[src/sdtu_pkg.sv]
// ----------------------------------------------------------------------------
// sdtu_pkg: shared types and constants
// Operation codes, decoded command record and result record for the
// single data transfer unit.
// ----------------------------------------------------------------------------
package sdtu_pkg;

    typedef enum logic [2:0] {
        OP_EXEC  = 3'd0,
        OP_MEMWR = 3'd1,
        OP_MEMRD = 3'd2,
        OP_REGRD = 3'd3,
        OP_REGWR = 3'd4
    } op_t;

    localparam logic [3:0] PC_REG = 4'd15;

    // Shift type codes of the offset shifter.
    localparam logic [1:0] SH_LSL = 2'd0;
    localparam logic [1:0] SH_LSR = 2'd1;
    localparam logic [1:0] SH_ASR = 2'd2;
    localparam logic [1:0] SH_ROR = 2'd3;

    // Classified command handed from the front part to the back part.
    typedef struct packed {
        logic        mem_en;     // memory access happens
        logic        mem_wr;     // memory access is a store
        logic        rf_rd;      // result is a register read
        logic        load_wb;    // load result goes to rd
        logic        base_wb;    // post-index writeback to rn
        logic        reg_wr;     // direct register write
        logic [3:0]  rd;
        logic [3:0]  rn;
        logic [3:0]  ridx;
        logic        fault;
        logic        was_load;
        logic [31:0] addr;
        logic [31:0] wdata;      // store, register write or register read data
        logic [31:0] adjusted;   // writeback value
    } cmd_t;

    typedef struct packed {
        logic        fault;
        logic [31:0] access_address;
        logic [31:0] read_data;
        logic        was_load;
    } res_t;

    function automatic logic [31:0] barrel(input logic [31:0] v, input logic [1:0] ty,
                                          input logic [7:0] amt);
        logic [31:0] r;
        logic [4:0]  a5;
        begin
            a5 = amt[4:0];
            r = v;
            if (amt != 8'd0)
            begin
                case (ty)
                    SH_LSL: r = (amt >= 8'd32) ? 32'd0 : (v << a5);
                    SH_LSR: r = (amt >= 8'd32) ? 32'd0 : (v >> a5);
                    SH_ASR: r = (amt >= 8'd32) ? {32{v[31]}} : 32'($signed(v) >>> a5);
                    default: r = (a5 == 5'd0) ? v : ((v >> a5) | (v << (6'd32 - {1'b0, a5})));
                endcase
            end
            return r;
        end
    endfunction

endpackage

[src/sdtu_front.sv]
// ----------------------------------------------------------------------------
// sdtu_front: decode and address stage
// Reads the register file, forms the offset and effective address, checks
// bounds and produces a classified command. Holds the register file, so
// register updates take effect for the very next beat.
// ----------------------------------------------------------------------------
module sdtu_front
    import sdtu_pkg::*;
#(
    parameter int MEMORY_BYTES = 65536
) (
    input  logic        clk,
    input  logic        rst_n,
    input  logic [2:0]  op,
    input  logic [31:0] instruction,
    input  logic [31:0] pc_value,
    input  logic [15:0] byte_address,
    input  logic [31:0] data_word,
    input  logic [3:0]  reg_index,
    input  logic        fire,
    input  logic [31:0] load_data,
    output cmd_t        cmd
);

    localparam logic [32:0] LIMIT = 33'(MEMORY_BYTES);

    logic [31:0] rf_reg [16];

    logic [3:0]  rn, rd, rm, rs;
    logic        pre, up, load;
    logic [31:0] base, offset, adjusted, addr;
    logic        fits;

    always_comb
    begin
        rn   = instruction[19:16];
        rd   = instruction[15:12];
        rm   = instruction[3:0];
        rs   = instruction[11:8];
        pre  = instruction[24];
        up   = instruction[23];
        load = instruction[20];
        base = (rn == PC_REG) ? pc_value : rf_reg[rn];
        if (instruction[25])
            offset = barrel(rf_reg[rm], instruction[6:5],
                            instruction[4] ? rf_reg[rs][7:0] : {3'd0, instruction[11:7]});
        else
            offset = {20'd0, instruction[11:0]};
        adjusted = up ? base + offset : base - offset;
        addr = OP_EXEC == op_t'(op) ? (pre ? adjusted : base) : {16'd0, byte_address};
        fits = ({1'b0, addr} + 33'd4) <= LIMIT;

        cmd = '0;
        cmd.rd = rd;
        cmd.rn = rn;
        cmd.ridx = reg_index;
        cmd.adjusted = adjusted;
        case (op_t'(op))
            OP_EXEC:
            begin
                cmd.addr = addr;
                cmd.was_load = load;
                cmd.fault = !fits;
                cmd.mem_en = fits;
                cmd.mem_wr = !load;
                cmd.load_wb = fits && load;
                cmd.base_wb = fits && !pre;
                cmd.wdata = rf_reg[rd];
            end
            OP_MEMWR, OP_MEMRD:
            begin
                cmd.addr = addr;
                cmd.fault = !fits;
                cmd.mem_en = fits;
                cmd.mem_wr = op_t'(op) == OP_MEMWR;
                cmd.wdata = data_word;
            end
            OP_REGRD:
            begin
                cmd.rf_rd = 1'b1;
                cmd.wdata = rf_reg[reg_index];
            end
            OP_REGWR:
            begin
                cmd.reg_wr = 1'b1;
                cmd.wdata = data_word;
            end
            default: ;
        endcase
    end

    // Loads need the memory word, which the back part returns in the cycle
    // after the beat is accepted. The register file stays here, so the loaded
    // word is written then while the top level holds off the next beat.
    logic        ld_pend_reg;
    logic [3:0]  ld_rd_reg;

    always_ff @(posedge clk or negedge rst_n)
    begin
        if (!rst_n)
        begin
            for (int i = 0; i < 16; i++)
                rf_reg[i] <= 32'd0;
            ld_pend_reg <= 1'b0;
            ld_rd_reg <= 4'd0;
        end
        else
        begin
            if (ld_pend_reg)
                rf_reg[ld_rd_reg] <= load_data;
            if (fire)
            begin
                if (cmd.reg_wr)
                    rf_reg[cmd.ridx] <= cmd.wdata;
                if (cmd.base_wb)
                    rf_reg[cmd.rn] <= cmd.adjusted;
            end
            ld_pend_reg <= fire && cmd.load_wb && !(cmd.base_wb && cmd.rn == cmd.rd);
            ld_rd_reg <= cmd.rd;
        end
    end

endmodule

[config.mk]
export PLATFORM = sky130hd
export DESIGN_NAME = sdtu_front
export DESIGN_NICKNAME = d
export VERILOG_FILES = /design/src/sdtu_pkg.sv /design/src/sdtu_front.sv
export SDC_FILE = /design/constraint.sdc
export NUM_CORES = 2
export LEC_CHECK = 0
export BUFFER_PORTS_ARGS = -buffer_cell sky130_fd_sc_hd__buf_2
export CORE_ASPECT_RATIO = 0.5
export CORE_MARGIN = 8
export CORE_UTILIZATION = 35
export DETAILED_ROUTE_END_ITERATION = 10
export PLACE_DENSITY = 0.6
export SLEW_MARGIN = 20
export SYNTH_ARGS = -nofsm -noshare
export SYNTH_HDL_FRONTEND = slang
export SYNTH_SLANG_ARGS = --single-unit
[constraint.sdc]
create_clock -name clk -period 13.85 [get_ports clk]
set_clock_uncertainty 0.05 [all_clocks]
set_input_delay 1.385 -clock clk [delete_from_list [all_inputs] [get_ports clk]]
set_output_delay 1.385 -clock clk [all_outputs]
set_load 0.02 [all_outputs]
==> PnR_summary.wiki <==
{| class="wikitable"
! Metric !! Value
|-
| Clock Sinks || ~520
|-
| Minimum setup slack after placement || 0.813 ns
|-
| RSZ-0062 raised after global routing || no
|-
| Total via count after detailed routing || 62500
|-
| Cell family contributing the most delay on the critical path || compound AO/OA/AOI/OAI gates
|-
| Detailed placement HPWL || about 230000 um
|-
| TritonCTS clock tree || built
|-
| Ratio of routed vias to standard cells || roughly 7.5
|-
| Leakage component of the power || 25.1 nW
|-
| Core Footprint || between 150000 and 200000 um2
|-
| Average size of a mapped cell || 9.21 um2
|-
| Clock root buffer || sky130_fd_sc_hd__clkbuf_16
|-
| Routability cong. || 1.04
|-
| Max cap viols || 0
|-
| TritonCTS Buffers || 66
|-
| Post-layout nets || 6267
|-
| Number of flip-flops under the largest register name || around 510
|-
| Post-CTS setup-driven buffer insertion count || 0
|-
| Summed negative setup slack over all endpoints || 0 ns
|-
| Layout cells sized above 1 || 25.0%
|-
| Required time at the endpoint of the critical path || 12.41 ns
|-
| Number of buffers and inverters on the critical path || 5
|-
| Skew-Pair Late Insertion Delay || 0.64 ns
|-
| Upper clock frequency limit || roughly 75 MHz
|-
| Post_cts resized || 0
|-
| Worst min-delay path class || register to register
|-
| Residual overflow from global routing || 0
|-
| DRC Markers || 0
|-
| Relative max-transition margin || ~15%
|-
| Number of detailed-routing iterations run before antenna repair || 7
|-
| Maximum level of the CTS H-tree || 3
|-
| Post-CTS Hold Buffers || 0
|-
| Net count after synthesis || 6307
|-
| Run status || completed
|-
| Final count of negative-setup-slack endpoints || 0
|-
| R2r startpoint || rf_reg[384]
|-
| Aggregate routed wire length || 336000 um
|-
| Startpoint Class || input pin
|-
| Worst setup path startpoint || instruction[9]
|-
| Ports placed on the boundary || 270
|-
| Share of synthesized registers carrying an async set or reset || 100%
|-
| Post-route ant nets || 0
|-
| Post-synthesis to final-layout area growth || 12.1%
|-
| Bufs on Longest Clock Path || 3
|-
| Final Max Slew Viols || 0
|-
| Final critical-path share of the clock period || 96.5%
|-
| Commonest register cell after synthesis || sky130_fd_sc_hd__dfrtp_1
|-
| Final routed wire length divided by cell count || 40.3 um
|-
| Slowest cell delay on critical path || 0.62 ns
|-
| Final-layout worst hold slack || about 0.56 ns
|-
| Min Tclk post-route || 13.36 ns
|-
| First-pass GRT wire length || ~470000 um
|-
| #FFs+latches synth || 517
|-
| Number of synthesis warnings || 0
|-
| Data arrival time at the worst-slack endpoint || 11.92 ns
|-
| Final Hold Fails || 0
|-
| Number of antenna violations at the first check in global routing || 44
|-
| Cell Rows || 104
|-
| Critical path class || input pin to output pin
|-
| Distinct cell type count of the synthesized netlist || slightly above 100
|-
| Netlist Area Pre-Place || 56300 um2
|-
| Largest voltage drop on the vdd net || just over 0.09 mV
|-
| Count of flip-flops with a built-in enable after synthesis || 0
|-
| Die W || 583 um
|-
| Worst setup margin || 0.490 ns
|-
| Maximum fanout along the worst path || 25
|-
| Die Footprint || between 150000 and 200000 um2
|-
| Highest-delay cell along the critical path || sky130_fd_sc_hd__o311ai_0
|-
| Type of element capturing the critical path || output pin
|-
| Share of synthesized area occupied by flip-flops and latches || 23.0%
|-
| Port-buffer cells || 261
|-
| Pin slew with the least headroom to its limit || 1.28 ns
|-
| Initial detailed-routing violation count || 12200
|-
| Origin of the worst min-delay path || rf_reg[29]
|-
| Register clock-pin slew on the reported worst setup and hold paths || 0.06 ns
|-
| Maximum number of pins on one net before global-route repair || 160
|-
| Die Ht || 300 um
|-
| Starting Density || 35.1%
|-
| Via count of the first global-routing pass || 58600
|-
| Pwr per Cell Area || 139 nW/um2
|-
| Global Route Usage Sum || 36.7%
|-
| Post-synthesis instance total || 6118
|}
==> where the power goes <==
part           internal [mW]  leakage (nW)  switching, mW
sequential              1.80          5.83          0.502
clock                   1.06          1.10          0.782
combinational           1.76          18.2           2.89
==> worst reg2reg max path, delay by kind of cell (launching register included) <==
family	cells	cell delay [ns]
AOI/OAI and AO/OA	16	4.70
and+or+nand+nor	8	2.79
buffers and inverters	6	1.81
adders and majority gates	3	1.10
muxes	3	0.96
DFF	1	0.48
xor gates and xnor gates	1	0.21
==> through the flow <==
stage	cells	cell area, um2	utilization, %	total power [mW]
3_3_place_gp	8181	60800	37.9	6.63
3_5_place_dp	8182	60800	37.9	6.66
6_report	8345	63100	39.4	8.79
2_1_floorplan	6118	56300	-	4.86
4_1_cts	8303	63000	39.3	8.48
5_1_grt	8321	63100	39.3	8.95
==> routing by layer <==
| layer | share of wire, % | track usage (%) | vias to the layer above |
|---|---|---|---|
| li1 | - | - | 23700 |
| met1 | 34 | 43.7 | 30600 |
| met2 | 39 | 49.3 | 6414 |
| met3 | 18 | 19.8 | 1688 |
| met4 | 9.1 | 27.3 | 24 |
| met5 | 0.14 | 2.24 | - |
==> cells by family (layout without fill, tap and decap cells) <==
family,Yosys count,after routing,share of synthesized area [%]
AOI/OAI and AO/OA,1509,1509,18.8
xor gates and xnor gates,59,59,0.917
adders and majority gates,35,35,0.791
buffers and inverters,770,783,5.63
DFF,517,517,23.0
muxes,1135,1135,34.2
other,0,41,0
and+or+nand+nor,2093,2093,16.7
==> synth_stat cells (25+ instances only) <==
cell | instances | area (um2)
sky130_fd_sc_hd__o21ai_1 | 48 | 240
sky130_fd_sc_hd__mux2i_1 | 456 | 4560
sky130_fd_sc_hd__clkbuf_1 | 470 | 1760
sky130_fd_sc_hd__a211oi_1 | 267 | 2000
sky130_fd_sc_hd__a32oi_1 | 39 | 342
sky130_fd_sc_hd__dfrtp_1 | 517 | 12900
sky130_fd_sc_hd__xor2_1 | 25 | 219
sky130_fd_sc_hd__a221oi_1 | 128 | 1120
sky130_fd_sc_hd__o211ai_1 | 37 | 278
sky130_fd_sc_hd__mux4_2 | 620 | 14000
sky130_fd_sc_hd__nor4_1 | 30 | 188
sky130_fd_sc_hd__nand2_1 | 835 | 3130
sky130_fd_sc_hd__a21oi_1 | 272 | 1360
sky130_fd_sc_hd__nor2b_1 | 54 | 338
sky130_fd_sc_hd__inv_1 | 75 | 282
sky130_fd_sc_hd__nand2b_1 | 32 | 200
sky130_fd_sc_hd__o221a_2 | 33 | 372
sky130_fd_sc_hd__mux2_2 | 49 | 552
sky130_fd_sc_hd__a22oi_1 | 59 | 443
sky130_fd_sc_hd__buf_1 | 111 | 417
sky130_fd_sc_hd__nand4_1 | 30 | 188
sky130_fd_sc_hd__ha_1 | 34 | 425
sky130_fd_sc_hd__nor2_1 | 593 | 2230
sky130_fd_sc_hd__and3_1 | 202 | 1260
sky130_fd_sc_hd__nor3_1 | 67 | 335
sky130_fd_sc_hd__nand3_1 | 150 | 751
sky130_fd_sc_hd__a31oi_1 | 53 | 332
sky130_fd_sc_hd__xnor2_1 | 34 | 298
sky130_fd_sc_hd__o22ai_1 | 186 | 1160
sky130_fd_sc_hd__buf_4 | 33 | 248
sky130_fd_sc_hd__o21ai_0 | 127 | 636
sky130_fd_sc_hd__buf_2 | 62 | 310
sky130_fd_sc_hd__a21o_1 | 32 | 240
==> cell usage in the layout, fill, tap and decap left out, types with 53 or more instances in the layout <==
cell type,n
sky130_fd_sc_hd__a211oi_1,266
sky130_fd_sc_hd__a21oi_1,272
sky130_fd_sc_hd__a221oi_1,126
sky130_fd_sc_hd__a22oi_1,59
sky130_fd_sc_hd__a31oi_1,53
sky130_fd_sc_hd__and3_1,201
sky130_fd_sc_hd__buf_2,244
sky130_fd_sc_hd__buf_4,304
sky130_fd_sc_hd__clkbuf_16,68
sky130_fd_sc_hd__dfrtp_1,517
sky130_fd_sc_hd__inv_1,74
sky130_fd_sc_hd__mux2i_1,455
sky130_fd_sc_hd__mux4_2,620
sky130_fd_sc_hd__nand2_1,822
sky130_fd_sc_hd__nand3_1,133
sky130_fd_sc_hd__nor2_1,574
sky130_fd_sc_hd__nor3_1,57
sky130_fd_sc_hd__o21ai_0,118
sky130_fd_sc_hd__o22ai_1,186
==> worst paths after layout <==
path,cells past startpoint,end,slack (ns)
worst max-delay path,36,cmd[115],0.49
worst min-delay path,2,rf_reg[29],0.56
worst max register to register,37,rf_reg[65],1.62
worst min register to register,2,rf_reg[29],0.56
max in group asynchronous,3,rf_reg[319],10.43
min in group asynchronous,1,rf_reg[493],0.81
==> area by class of cell <==
class,count,area [um2]
clock inverter,24,270
multi-input combinational,4831,40800
sequential,517,12900
tap,2173,2720
inverter,84,315
clock buffer,97,1960
timing repair buffer,578,4020
antenna,41,103
fill,16100,97200
(Power assumes the default switching activity.)
